`config.mk`:
```
export PLATFORM = sky130hd
export DESIGN_NAME = descent_phase_detector
export DESIGN_NICKNAME = d
export VERILOG_FILES = /design/src/hw/rtl/dpd_pkg.sv /design/src/hw/rtl/descent_phase_detector.sv
export SDC_FILE = /design/constraint.sdc
export NUM_CORES = 1
export LEC_CHECK = 0
export BUFFER_PORTS_ARGS = -buffer_cell sky130_fd_sc_hd__buf_2
export CAP_MARGIN = 30
export CORE_UTILIZATION = 60
export CTS_CLUSTER_DIAMETER = 80
export DETAILED_ROUTE_END_ITERATION = 8
export HOLD_SLACK_MARGIN = 0.12
export PLACE_DENSITY = 0.87
export SYNTH_ARGS = -nofsm -noshare
export SYNTH_HDL_FRONTEND = slang
export SYNTH_SLANG_ARGS = --single-unit
export TNS_END_PERCENT = 30
```
`constraint.sdc`:
```
create_clock -name clk -period 15.5 [get_ports clk]
set_clock_uncertainty 0.15 [all_clocks]
set_input_delay 3.875 -clock clk [delete_from_list [all_inputs] [get_ports clk]]
set_output_delay 3.875 -clock clk [all_outputs]
set_load 0.05 [all_outputs]
```
`src/hw/rtl/dpd_pkg.sv`:
```
`timescale 1ns / 1ps
// ----------------------------------------------------------------------------
// Descent phase detector package
// Shared widths, register defaults, register indexes and phase codes.
// ----------------------------------------------------------------------------
package dpd_pkg;

    // field widths
    localparam int PA_W     = 17;
    localparam int THR_W    = 12;
    localparam int PAUSE_W  = 8;
    localparam int LAND_W   = 16;
    localparam int CNT16_W  = 16;
    localparam int PHASE_W  = 3;
    localparam int CFG_IDX_W  = 2;
    localparam int CFG_DATA_W = 16;
    localparam int S_TDATA_W  = 24;
    localparam int M_TDATA_W  = 56;

    // default window length
    localparam int WINDOW_LEN_DEF = 10;

    // register reset values
    localparam logic [THR_W-1:0]   DESCENT_THR_RST = 12'd30;
    localparam logic [THR_W-1:0]   STABLE_BAND_RST = 12'd5;
    localparam logic [PAUSE_W-1:0] PAUSE_COUNT_RST = 8'd5;
    localparam logic [LAND_W-1:0]  LAND_COUNT_RST  = 16'd60;

    // register indexes
    localparam logic [CFG_IDX_W-1:0] CFG_DESCENT_THR = 2'd0;
    localparam logic [CFG_IDX_W-1:0] CFG_STABLE_BAND = 2'd1;
    localparam logic [CFG_IDX_W-1:0] CFG_PAUSE_COUNT = 2'd2;
    localparam logic [CFG_IDX_W-1:0] CFG_LAND_COUNT  = 2'd3;

    // flight phases
    typedef enum logic [PHASE_W-1:0] {
        PH_IDLE   = 3'd0,
        PH_ARMED  = 3'd1,
        PH_DESC   = 3'd2,
        PH_PAUSED = 3'd3,
        PH_LANDED = 3'd4
    } phase_t;

endpackage

```
`src/hw/rtl/descent_phase_detector.sv`:
```
`timescale 1ns / 1ps
// ----------------------------------------------------------------------------
// Descent phase detector
// Moving-average barometer window with an idle/armed/descending/paused/landed
// phase tracker, one result word per sample word.
// ----------------------------------------------------------------------------
// Usage:
//   s_* carries one sample word: pressure in pascals and the button level.
//   m_* returns one result word per sample: phase, floored window average,
//   record flag, record sequence number and the stability counter.
//   cfg_* writes the four thresholds; write only while the block is idle.
// Sequence:
//   Each sample goes in order through the window read/sum state, three
//   passes through the shared multiplier for the cross-multiplied compares,
//   the decide state, the bit-serial restoring divider for the average of
//   the SUM_W-bit sum, where SUM_W = 17 + clog2(WINDOW_LEN + 1), and the
//   output load. s_tready is high only while the sequencer is idle, one
//   sample in flight at a time, so a new sample is not taken until the
//   last one has been loaded into the output register.
// Reset:
//   Phase idle, window empty, thresholds at their defaults. No clearing
//   pass: the value read from an unwritten window slot is never used.
// Stall:
//   The result sits in an output register; a new sample is accepted while
//   it waits, and the finished next result holds until m_tready frees it.
// ----------------------------------------------------------------------------
module descent_phase_detector #(
    parameter int WINDOW_LEN = dpd_pkg::WINDOW_LEN_DEF
) (
    input  logic                             clk,
    input  logic                             rst_n,
    // sample in: [16:0] pressure_pa, [17] button_level, [23:18] zero
    input  logic                             s_tvalid,
    output logic                             s_tready,
    input  logic [dpd_pkg::S_TDATA_W-1:0]    s_tdata,
    // result out: [2:0] phase, [19:3] average_pa, [20] record_valid,
    // [36:21] record_seq, [52:37] stable_ticks, [55:53] zero
    output logic                             m_tvalid,
    input  logic                             m_tready,
    output logic [dpd_pkg::M_TDATA_W-1:0]    m_tdata,
    // configuration write
    input  logic                             cfg_valid,
    output logic                             cfg_ready,
    input  logic [dpd_pkg::CFG_IDX_W-1:0]    cfg_index,
    input  logic [dpd_pkg::CFG_DATA_W-1:0]   cfg_data
);

    localparam int PA_W    = dpd_pkg::PA_W;
    localparam int SLOT_W  = $clog2(WINDOW_LEN);
    localparam int CNT_W   = $clog2(WINDOW_LEN + 1);
    localparam int SUM_W   = PA_W + CNT_W;
    localparam int DIV_W   = $clog2(SUM_W + 1);
    localparam int C16_W   = dpd_pkg::CNT16_W;
    localparam logic [CNT_W-1:0] WIN_CNT = CNT_W'(WINDOW_LEN);
    localparam logic [DIV_W-1:0] DIV_STEPS = DIV_W'(SUM_W);

    typedef enum logic [2:0] {
        S_IDLE, S_READ, S_MUL_P, S_MUL_T, S_MUL_B, S_DECIDE, S_DIV, S_OUT
    } state_t;

    state_t state_reg;

    // configuration registers
    logic [dpd_pkg::THR_W-1:0]   descent_thr_reg;
    logic [dpd_pkg::THR_W-1:0]   stable_band_reg;
    logic [dpd_pkg::PAUSE_W-1:0] pause_count_reg;
    logic [dpd_pkg::LAND_W-1:0]  land_count_reg;

    // window memory
    logic [PA_W-1:0] window_mem [WINDOW_LEN];
    logic [PA_W-1:0] old_sample_reg;

    // block state
    logic [SLOT_W-1:0]     slot_reg;
    logic                  full_reg;
    logic [SUM_W-1:0]      sum_reg;
    dpd_pkg::phase_t       phase_reg;
    logic [C16_W-1:0]      stable_reg;
    logic [PA_W-1:0]       baseline_reg;
    logic                  prev_btn_reg;
    logic [C16_W-1:0]      seq_reg;

    // per-sample working registers
    logic [PA_W-1:0]       sample_reg;
    logic                  btn_reg;
    logic [CNT_W-1:0]      count_reg;
    logic [SUM_W-1:0]      pc_reg;
    logic [SUM_W-1:0]      tc_reg;
    logic [SUM_W-1:0]      bc_reg;
    logic [SUM_W-1:0]      quo_reg;
    logic [CNT_W-1:0]      rem_reg;
    logic [DIV_W-1:0]      div_cnt_reg;
    logic                  rec_valid_reg;
    logic [C16_W-1:0]      rec_seq_reg;

    // output register
    logic                        m_tvalid_reg;
    logic [dpd_pkg::M_TDATA_W-1:0] m_tdata_reg;
    logic                        out_load;

    logic s_acc;
    assign s_acc     = s_tvalid && (state_reg == S_IDLE);
    assign s_tready  = (state_reg == S_IDLE);
    assign cfg_ready = 1'b1;
    assign m_tvalid  = m_tvalid_reg;
    assign m_tdata   = m_tdata_reg;
    assign out_load  = (state_reg == S_OUT) && (!m_tvalid_reg || m_tready);

    // window update
    logic [CNT_W-1:0] slot_inc;
    logic             wrap;
    logic [SUM_W-1:0] sum_next;
    assign slot_inc = CNT_W'(slot_reg) + CNT_W'(1);
    assign wrap     = (slot_inc == WIN_CNT);
    assign sum_next = sum_reg - (full_reg ? SUM_W'(old_sample_reg) : SUM_W'(0))
                      + SUM_W'(sample_reg);

    // shared multiplier: operand times fill count
    logic [PA_W-1:0]  mul_a;
    logic [SUM_W-1:0] mul_p;
    always_comb
    begin
        case (state_reg)
            S_MUL_T: mul_a = PA_W'(descent_thr_reg);
            S_MUL_B: mul_a = PA_W'(stable_band_reg);
            default: mul_a = sample_reg;
        endcase
    end
    assign mul_p = SUM_W'(mul_a) * SUM_W'(count_reg);

    // divider step
    logic [CNT_W:0] trial;
    logic           take;
    assign trial = {rem_reg, quo_reg[SUM_W-1]};
    assign take  = (trial >= {1'b0, count_reg});

    // phase decision
    logic                   btn_fall;
    dpd_pkg::phase_t        ph1;
    logic [C16_W-1:0]       cnt1;
    logic [C16_W-1:0]       seq1;
    logic [PA_W-1:0]        base1;
    dpd_pkg::phase_t        phase_next;
    logic [C16_W-1:0]       stable_next;
    logic [C16_W-1:0]       cnt_inc;
    logic signed [SUM_W:0]  dev;
    logic signed [SUM_W:0]  mag;
    logic signed [PA_W:0]   rise;

    always_comb
    begin
        btn_fall = prev_btn_reg && !btn_reg;
        ph1   = phase_reg;
        cnt1  = stable_reg;
        seq1  = seq_reg;
        base1 = baseline_reg;
        if (btn_fall)
        begin
            if (phase_reg == dpd_pkg::PH_IDLE)
            begin
                ph1   = dpd_pkg::PH_ARMED;
                cnt1  = '0;
                seq1  = '0;
                base1 = sample_reg;
            end
            else if (phase_reg != dpd_pkg::PH_LANDED)
            begin
                ph1 = dpd_pkg::PH_IDLE;
            end
        end

        dev     = $signed({1'b0, pc_reg}) - $signed({1'b0, sum_reg});
        mag     = dev[SUM_W] ? -dev : dev;
        rise    = $signed({1'b0, sample_reg}) - $signed({1'b0, base1});
        cnt_inc = cnt1 + C16_W'(1);

        phase_next  = ph1;
        stable_next = cnt1;
        unique case (ph1)
            dpd_pkg::PH_ARMED:
            begin
                if (rise > $signed({1'b0, PA_W'(descent_thr_reg)}))
                begin
                    phase_next  = dpd_pkg::PH_DESC;
                    stable_next = '0;
                end
            end
            dpd_pkg::PH_DESC:
            begin
                if (mag < $signed({1'b0, bc_reg}))
                begin
                    stable_next = cnt_inc;
                    if (cnt_inc == C16_W'(pause_count_reg))
                    begin
                        phase_next  = dpd_pkg::PH_PAUSED;
                        stable_next = '0;
                    end
                end
                else
                begin
                    stable_next = '0;
                end
            end
            dpd_pkg::PH_PAUSED:
            begin
                if (dev > $signed({1'b0, tc_reg}))
                begin
                    phase_next  = dpd_pkg::PH_DESC;
                    stable_next = '0;
                end
                else
                begin
                    stable_next = cnt_inc;
                    if (cnt_inc >= land_count_reg)
                        phase_next = dpd_pkg::PH_LANDED;
                end
            end
            default:
            begin
                phase_next = dpd_pkg::PH_IDLE;
            end
        endcase
    end

    // window memory: registered read at accept, write after the read
    always_ff @(posedge clk)
    begin
        if (s_acc)
            old_sample_reg <= window_mem[slot_reg];
        if (state_reg == S_READ)
            window_mem[slot_reg] <= sample_reg;
    end

    // configuration writes
    always_ff @(posedge clk or negedge rst_n)
    begin
        if (!rst_n)
        begin
            descent_thr_reg <= dpd_pkg::DESCENT_THR_RST;
            stable_band_reg <= dpd_pkg::STABLE_BAND_RST;
            pause_count_reg <= dpd_pkg::PAUSE_COUNT_RST;
            land_count_reg  <= dpd_pkg::LAND_COUNT_RST;
        end
        else if (cfg_valid)
        begin
            unique case (cfg_index)
                dpd_pkg::CFG_DESCENT_THR: descent_thr_reg <= cfg_data[dpd_pkg::THR_W-1:0];
                dpd_pkg::CFG_STABLE_BAND: stable_band_reg <= cfg_data[dpd_pkg::THR_W-1:0];
                dpd_pkg::CFG_PAUSE_COUNT: pause_count_reg <= cfg_data[dpd_pkg::PAUSE_W-1:0];
                dpd_pkg::CFG_LAND_COUNT:  land_count_reg  <= cfg_data[dpd_pkg::LAND_W-1:0];
                default: ;
            endcase
        end
    end

    // sequencer
    always_ff @(posedge clk or negedge rst_n)
    begin
        if (!rst_n)
        begin
            state_reg     <= S_IDLE;
            slot_reg      <= '0;
            full_reg      <= 1'b0;
            sum_reg       <= '0;
            phase_reg     <= dpd_pkg::PH_IDLE;
            stable_reg    <= '0;
            baseline_reg  <= '0;
            prev_btn_reg  <= 1'b1;
            seq_reg       <= '0;
            sample_reg    <= '0;
            btn_reg       <= 1'b1;
            count_reg     <= '0;
            pc_reg        <= '0;
            tc_reg        <= '0;
            bc_reg        <= '0;
            quo_reg       <= '0;
            rem_reg       <= '0;
            div_cnt_reg   <= '0;
            rec_valid_reg <= 1'b0;
            rec_seq_reg   <= '0;
            m_tvalid_reg  <= 1'b0;
            m_tdata_reg   <= '0;
        end
        else
        begin
            // output register: load a finished word, drop it once taken
            if (out_load)
                m_tvalid_reg <= 1'b1;
            else if (m_tready)
                m_tvalid_reg <= 1'b0;

            unique case (state_reg)
                S_IDLE:
                begin
                    if (s_tvalid)
                    begin
                        sample_reg <= s_tdata[PA_W-1:0];
                        btn_reg    <= s_tdata[PA_W];
                        state_reg  <= S_READ;
                    end
                end
                S_READ:
                begin
                    sum_reg   <= sum_next;
                    slot_reg  <= wrap ? '0 : slot_inc[SLOT_W-1:0];
                    full_reg  <= full_reg || wrap;
                    count_reg <= (full_reg || wrap) ? WIN_CNT : slot_inc;
                    state_reg <= S_MUL_P;
                end
                S_MUL_P:
                begin
                    pc_reg    <= mul_p;
                    state_reg <= S_MUL_T;
                end
                S_MUL_T:
                begin
                    tc_reg    <= mul_p;
                    state_reg <= S_MUL_B;
                end
                S_MUL_B:
                begin
                    bc_reg    <= mul_p;
                    state_reg <= S_DECIDE;
                end
                S_DECIDE:
                begin
                    phase_reg    <= phase_next;
                    stable_reg   <= stable_next;
                    baseline_reg <= base1;
                    prev_btn_reg <= btn_reg;
                    if (phase_next != dpd_pkg::PH_IDLE)
                    begin
                        rec_valid_reg <= 1'b1;
                        rec_seq_reg   <= seq1;
                        seq_reg       <= seq1 + C16_W'(1);
                    end
                    else
                    begin
                        rec_valid_reg <= 1'b0;
                        rec_seq_reg   <= '0;
                        seq_reg       <= seq1;
                    end
                    quo_reg     <= sum_reg;
                    rem_reg     <= '0;
                    div_cnt_reg <= '0;
                    state_reg   <= S_DIV;
                end
                S_DIV:
                begin
                    rem_reg     <= take ? CNT_W'(trial - {1'b0, count_reg})
                                        : trial[CNT_W-1:0];
                    quo_reg     <= {quo_reg[SUM_W-2:0], take};
                    div_cnt_reg <= div_cnt_reg + DIV_W'(1);
                    if (div_cnt_reg == DIV_STEPS - DIV_W'(1))
                        state_reg <= S_OUT;
                end
                S_OUT:
                begin
                    if (out_load)
                    begin
                        m_tdata_reg  <= {3'b000, stable_reg, rec_seq_reg, rec_valid_reg,
                                         quo_reg[PA_W-1:0], phase_reg};
                        state_reg    <= S_IDLE;
                    end
                end
                default:
                begin
                    state_reg <= S_IDLE;
                end
            endcase
        end
    end

endmodule

```
* After elaboration in Yosys (flattened, before gate mapping)
Memory sizes are Yosys's and may differ from the RTL's. A register that Yosys moved wholly into a read port is not among the register bits.
Index checks and enable logic that the tools add are counted.
** Operators by class
- Add/subtract/negate cells :: 10
- Multipliers :: 1
- Order comparisons :: 5
- Equal/unequal tests :: 20
- Mux-type cells :: 40
- Reductions and logical operators :: 20
** Operators by type and width (number)
- $mux W16 :: 10
- $mux W17 :: 3
- $pmux W16 S3 :: 1
- $pmux W21 S2 :: 1
- $pmux W17 S2 :: 1
- $mux W3 :: 11
- $add A16 B1 Y16 const B :: 2
- $pmux W3 S8 :: 1
- $gt A22 B22 Y1 :: 1
- $lt A22 B22 Y1 :: 1
- $mux W22 :: 1
- $neg A22 Y22 :: 1
- $sub A21 B21 Y22 :: 1
- $add A21 B17 Y21 :: 1
- $mul A17 B4 Y21 :: 1
- $sub A21 B17 Y21 :: 1
- $gt A18 B13 Y1 :: 1
- $sub A17 B17 Y18 :: 1
- $eq A16 B8 Y1 :: 1
- $ge A16 B16 Y1 :: 1
- $eq A3 B2 Y1 const B :: 4
- $eq A3 B3 Y1 const B :: 4
- $mux W4 :: 3
- $reduce_and A2 Y1 :: 6
- 23 further kinds :: 37
** Storage, ports and cells
- Register bits :: 316
- Bits in writable memories :: 170
- Input port bits :: 47
- Memories :: 1
** Memories
- window_mem :: words 10, bits a word 17, read ports 1, clocked after memory_dff 1, write ports 1, line descent_phase_detector.sv:70 : logic [PA_W-1:0] window_mem [WINDOW_LEN];

* Longest topological paths before layout
- Word-level depth :: 10
- Gate-level depth with buffers :: 28

* Worst setup path after synthesis
No wires, ideal clock.
- Path type :: register to output
- Start :: reg state_reg[0]
- End :: out s_tready
- Arrival time :: 1714 ps
- Path slack :: 9761 ps
- Stages on the path, launching flop included :: 3
- Cell sequence :: dfrtp_1 clkbuf_1 nor3_1
** Between the ends
- Longest elaborated chain between the ends :: 1
** Ends and longest elaborated chain
- start: declaration :: line descent_phase_detector.sv:61 : state_t state_reg;
- start signal: assignment :: line descent_phase_detector.sv:261 : state_reg <= S_IDLE;
- start signal: assignment :: line descent_phase_detector.sv:299 : state_reg <= S_READ;
- start signal: assignment :: line descent_phase_detector.sv:308 : state_reg <= S_MUL_P;
- $logic_not A3 Y1 :: line descent_phase_detector.sv:103 : assign s_tready = (state_reg == S_IDLE);
- end: declaration :: line descent_phase_detector.sv:34 : output logic s_tready,
No other way between the ends.

* Worst setup path after layout
- Start :: reg sum_reg[0]
- End :: reg stable_reg[5]
** Between the ends
- Longest elaborated chain between the ends :: 6
- Elaborated cells between the ends (all ways) :: 8
- Those cells by class :: 2 x add/sub; 2 x order compare; 4 x mux
** Ends and longest elaborated chain
- start: declaration :: line descent_phase_detector.sv:76 : logic [SUM_W-1:0] sum_reg;
- start signal: assignment :: line descent_phase_detector.sv:304 : sum_reg <= sum_next;
- $sub A21 B21 Y22 * :: line descent_phase_detector.sv:172 : dev = $signed({1'b0, pc_reg}) - $signed({1'b0, sum_reg});
- $neg A22 Y22 :: line descent_phase_detector.sv:173 : mag = dev[SUM_W] ? -dev : dev;
- $mux W22 :: line descent_phase_detector.sv:173
- $lt A22 B22 Y1 :: line descent_phase_detector.sv:190 : if (mag < $signed({1'b0, bc_reg}))
- $mux W16 :: line descent_phase_detector.sv:190
- $pmux W16 S3 * :: line descent_phase_detector.sv:179 : unique case (ph1)
- end signal: assignment :: line descent_phase_detector.sv:328 : stable_reg <= stable_next;
- end: declaration :: line descent_phase_detector.sv:78 : logic [C16_W-1:0] stable_reg;
Mark *: on every way between the ends. The rest lies on a longest branch, timed or not.
A chain may end at the register's enable or synchronous reset.

==> report_table.html <==
<table>
<tr><th>Metric</th><th>Value</th></tr>
<tr><th colspan="2">Timing</th></tr>
<tr><td>Setup tns final</td><td>0 ps</td></tr>
<tr><td>Minimum clock period after layout</td><td>6777 ps</td></tr>
<tr><td>Final hold slack</td><td>331.4 ps</td></tr>
<tr><td>Endpoints failing setup</td><td>0</td></tr>
<tr><td>Number of endpoints with negative hold slack in the final report</td><td>0</td></tr>
<tr><td>Achievable clock frequency</td><td>147.6 MHz</td></tr>
<tr><td>Unrepaired setup endpoints after global routing</td><td>no</td></tr>
<tr><td>Actual transition at the worst max-transition pin</td><td>975.6 ps</td></tr>
<tr><td>Max Transition Viols Final</td><td>0</td></tr>
<tr><td>Post-route fraction of the period consumed by the critical path</td><td>43.72%</td></tr>
<tr><td>Slew Limit Headroom</td><td>34.96%</td></tr>
<tr><th colspan="2">Finish</th></tr>
<tr><td>Footprint of the flip-flops and latches</td><td>13550 um2</td></tr>
<tr><td>Total number of nets in the final design</td><td>2973</td></tr>
<tr><td>Fraction of final layout cells sized beyond drive strength 1</td><td>14.03%</td></tr>
<tr><td>Final-layout fill cell count</td><td>3088</td></tr>
<tr><td>Footprint of the multi-input gates</td><td>13360 um2</td></tr>
<tr><td>Max FFs per register</td><td>170</td></tr>
<tr><td>Final cell count without fillers</td><td>3352</td></tr>
<tr><td>Utilization after layout</td><td>68.01%</td></tr>
<tr><td>P&amp;R area growth vs syn</td><td>10.79%</td></tr>
<tr><th colspan="2">Clocking</th></tr>
<tr><td>Clock-pin transition on the worst setup and hold timing paths</td><td>60 ps</td></tr>
<tr><td>Total clock sinks</td><td>503</td></tr>
<tr><td>Number of cells upsized or downsized after cts</td><td>0</td></tr>
<tr><td>Clock tree from TritonCTS</td><td>built</td></tr>
<tr><td>Maximum clock path buffer count</td><td>3</td></tr>
<tr><td>Clock insertion delay at the later pin of the skew report</td><td>620 ps</td></tr>
<tr><td>Cts hold-fix bufs</td><td>0</td></tr>
<tr><td>Count of buffers added by post-CTS timing repair for setup</td><td>0</td></tr>
<tr><td>Cell at the root of the clock tree</td><td>sky130_fd_sc_hd__clkbuf_16</td></tr>
<tr><td>Clock buffer count from CTS</td><td>52</td></tr>
<tr><td>Clock H-tree levels</td><td>2</td></tr>
<tr><th colspan="2">Worst setup path</th></tr>
<tr><td>Worst EP required</td><td>15780 ps</td></tr>
<tr><td>Highest cell delay on the worst timing path</td><td>740 ps</td></tr>
<tr><td>Critical path capture point type</td><td>register</td></tr>
<tr><td>Element type at the critical path start</td><td>register</td></tr>
<tr><td>Largest delay share family, worst path</td><td>compound AO/OA/AOI/OAI gates</td></tr>
<tr><td>Reg-to-reg endpoint</td><td>stable_reg[5]</td></tr>
<tr><td>Critical path's slowest cell</td><td>sky130_fd_sc_hd__o21ai_2</td></tr>
<tr><td>Critical path, cell by cell</td><td>ha_1, fa_1, nand2b_1, a21oi_1, o22ai_2, o31ai_1, and2_1, xnor2_1, inv_1, ha_1, nand4_1, nor3_1, o21ai_0, a21oi_1, nor3_1, maj3_1, o21ai_0, a21oi_1, o21ai_2, o31ai_1</td></tr>
<tr><td>Worst Reg-to-Reg Cells</td><td>20</td></tr>
<tr><td>Max Fanout on Critical Path</td><td>13</td></tr>
<tr><td>Type of the worst setup path</td><td>reg -&gt; reg</td></tr>
<tr><td>Count of buffer and inverter cells on the critical path</td><td>1</td></tr>
<tr><td>Most prevalent standard cell on the critical path</td><td>sky130_fd_sc_hd__a21oi_1</td></tr>
<tr><td>FF-to-FF setup slack</td><td>8720 ps</td></tr>
<tr><td>CP arrival</td><td>7060 ps</td></tr>
<tr><td>Startpoint of the lowest-slack register-to-register path</td><td>sum_reg[0]</td></tr>
<tr><th colspan="2">Place</th></tr>
<tr><td>Count of port buffers added during placement</td><td>95</td></tr>
<tr><td>Placed instance count</td><td>3246</td></tr>
<tr><td>GP Congestion</td><td>0.9195</td></tr>
<tr><td>Post-detail-place hpwl</td><td>48270 um</td></tr>
<tr><th colspan="2">Routing</th></tr>
<tr><td>Antenna violation net count after detailed routing</td><td>0</td></tr>
<tr><td>Pre-antenna DRT Iters</td><td>6</td></tr>
<tr><td>Initial DRC count</td><td>2051</td></tr>
<tr><td>Vias per cell</td><td>6.205</td></tr>
<tr><td>Total number of vias</td><td>20.80k</td></tr>
<tr><td>Average wire per cell in the routed design</td><td>21.06 um</td></tr>
<tr><td>DR DRC count</td><td>0</td></tr>
<tr><td>Detailed Route WL</td><td>70580 um</td></tr>
<tr><th colspan="2">GRT</th></tr>
<tr><td>Number of antenna violations at the first check in global routing</td><td>2</td></tr>
<tr><td>Total routing resource utilization after global routing</td><td>29.53%</td></tr>
<tr><td>Aggregate global routing overflow</td><td>0</td></tr>
<tr><td>Wire length of the first global-routing pass</td><td>109800 um</td></tr>
<tr><td>Via count of the first global-routing pass</td><td>20.39k</td></tr>
<tr><td>Largest net degree at the start of global routing</td><td>109</td></tr>
<tr><th colspan="2">Die</th></tr>
<tr><td>Die outline height</td><td>218.4 um</td></tr>
<tr><td>Io pins</td><td>106</td></tr>
<tr><td>Area enclosed by the die boundary</td><td>47700 um2</td></tr>
<tr><td>Total core area</td><td>45770 um2</td></tr>
<tr><td>Initial core utilization</td><td>61.38%</td></tr>
<tr><td>Width of the die</td><td>218.4 um</td></tr>
<tr><td>Placement row count</td><td>78</td></tr>
<tr><th colspan="2">Logic synthesis</th></tr>
<tr><td>Netlist area before placement</td><td>28100 um2</td></tr>
<tr><td>Post-synthesis sequential area ratio</td><td>48.19%</td></tr>
<tr><td>Top cells by area in the synthesized netlist</td><td>sky130_fd_sc_hd__dfrtp_1 (27%), sky130_fd_sc_hd__edfxtp_1 (20%), sky130_fd_sc_hd__ha_1 (7.4%)</td></tr>
<tr><td>EDFF count, synth</td><td>187</td></tr>
<tr><td>Area share of the largest cell type after synthesis</td><td>26.90%</td></tr>
<tr><td>Avg Inst Size Synth</td><td>10.66 um2</td></tr>
<tr><td>Flip-flop and latch count after synthesis</td><td>503</td></tr>
<tr><td>Yosys top cell by area</td><td>sky130_fd_sc_hd__dfrtp_1</td></tr>
<tr><td>Dominant synthesized flop cell</td><td>sky130_fd_sc_hd__dfrtp_1</td></tr>
<tr><td>Number of warnings reported in the yosys synthesis log</td><td>0</td></tr>
<tr><td>Library cells used by synthesis</td><td>81</td></tr>
<tr><td>Synthesized instance count</td><td>2635</td></tr>
<tr><td>Async set-or-reset flop fraction in the synthesized netlist</td><td>62.82%</td></tr>
<tr><th colspan="2">Flow run</th></tr>
<tr><td>Number of maximum-capacitance constraint violations</td><td>0</td></tr>
<tr><th colspan="2">Status</th></tr>
<tr><td>Outcome</td><td>completed</td></tr>
<tr><th colspan="2">Min path</th></tr>
<tr><td>Worst hold path endpoint</td><td>bc_reg[17]</td></tr>
<tr><td>Number of cells on the worst hold path</td><td>2</td></tr>
<tr><td>Worst hold path class</td><td>reg -&gt; reg</td></tr>
<tr><td>Min-delay src</td><td>bc_reg[17]</td></tr>
</table>
[cell families after synthesis]
kind of cell               share of synthesized area (%)
DFF                                                48.19
adders and majority gates                          11.04
buffers and inverters                              4.342
AOI/OAI and AO/OA                                  11.87
other                                            0.02673
and+or+nand+nor                                    13.03
xor gates and xnor gates                           3.523
muxes                                              7.980
[final cells by class]
cell class,count,share of cell area (%)
Multi-Input combinational cell,1815,42.93
Clock inverter,22,1.053
Antenna cell,1,0.008039
Tap cell,600,2.412
Clock buffer,74,4.767
Timing Repair Buffer,128,2.798
Sequential cell,503,43.51
Inverter,209,2.520
[metal layers]
layer	vias to the layer above	global-route usage, %	share of wire (%)
met1	10140	39.04	40
met4	2	13.38	4.8
met5	-	0	0.018
met3	229	5.804	8.6
li1	9441	-	-
met2	989	47.22	47
[tightest hold or removal path, stage by stage (launching register included)]
cell,delay (ps)
sky130_fd_sc_hd__dfrtp_1,340
sky130_fd_sc_hd__nand2_1,50
sky130_fd_sc_hd__o21ai_0,60
[cells in the mapped netlist (all sizes together) (52+ instances only)]
library cell  instances
inv                 209
nand2               342
clkbuf               96
mux2                 97
xnor2                61
a21oi               104
nor2                132
dfrtp               302
xor2                 52
o21ai               212
ha                  167
edfxtp              187
[cells in the final DEF, fill, tap and decap left out, drive strengths merged, types with 12 or more instances in the layout]
| cell type | Yosys | final |
|---|---|---|
| nand2 | 342 | 342 |
| dfrtp | 302 | 302 |
| o21ai | 212 | 212 |
| inv | 209 | 211 |
| edfxtp | 187 | 187 |
| ha | 167 | 167 |
| nor2 | 132 | 132 |
| buf | 14 | 128 |
| a21oi | 104 | 104 |
| mux2 | 97 | 97 |
| clkbuf | 96 | 74 |
| xnor2 | 61 | 61 |
| xor2 | 52 | 52 |
| fa | 50 | 50 |
| and2 | 50 | 50 |
| a21o | 43 | 43 |
| nand3 | 42 | 42 |
| mux2i | 38 | 38 |
| mux4 | 34 | 34 |
| nor3 | 34 | 34 |
| a211oi | 32 | 32 |
| nor2b | 31 | 31 |
| nand4 | 30 | 30 |
| and3 | 27 | 27 |
| a31oi | 27 | 27 |
| nand2b | 21 | 21 |
| o31ai | 18 | 18 |
| o21a | 16 | 16 |
| a22o | 16 | 16 |
| dfstp | 14 | 14 |
| or3 | 12 | 12 |
[worst max path at each step]
stage	end	slack (ps)	cells past startpoint	start
after floorplan	s_tready	9760	2	state_reg[0]
after global placement	stable_reg[9]	9110	20	sum_reg[0]
after detailed placement	stable_reg[1]	8960	20	sum_reg[0]
after CTS	stable_reg[5]	8870	20	sum_reg[0]
after global routing	stable_reg[13]	8350	20	sum_reg[0]
final	stable_reg[5]	8720	20	sum_reg[0]
[through the flow]
stage          cell area (um2)  setup WS (ps)
5_1_grt                  31130           8353
4_1_cts                  30940           8872
3_5_place_dp             29120           8960
2_1_floorplan            28100           9761
3_3_place_gp             29090           9107
6_report                 31130           8723
Power is not shown: default switching activity piles up to over one toggle a cycle in this logic, so the estimate is an artifact.
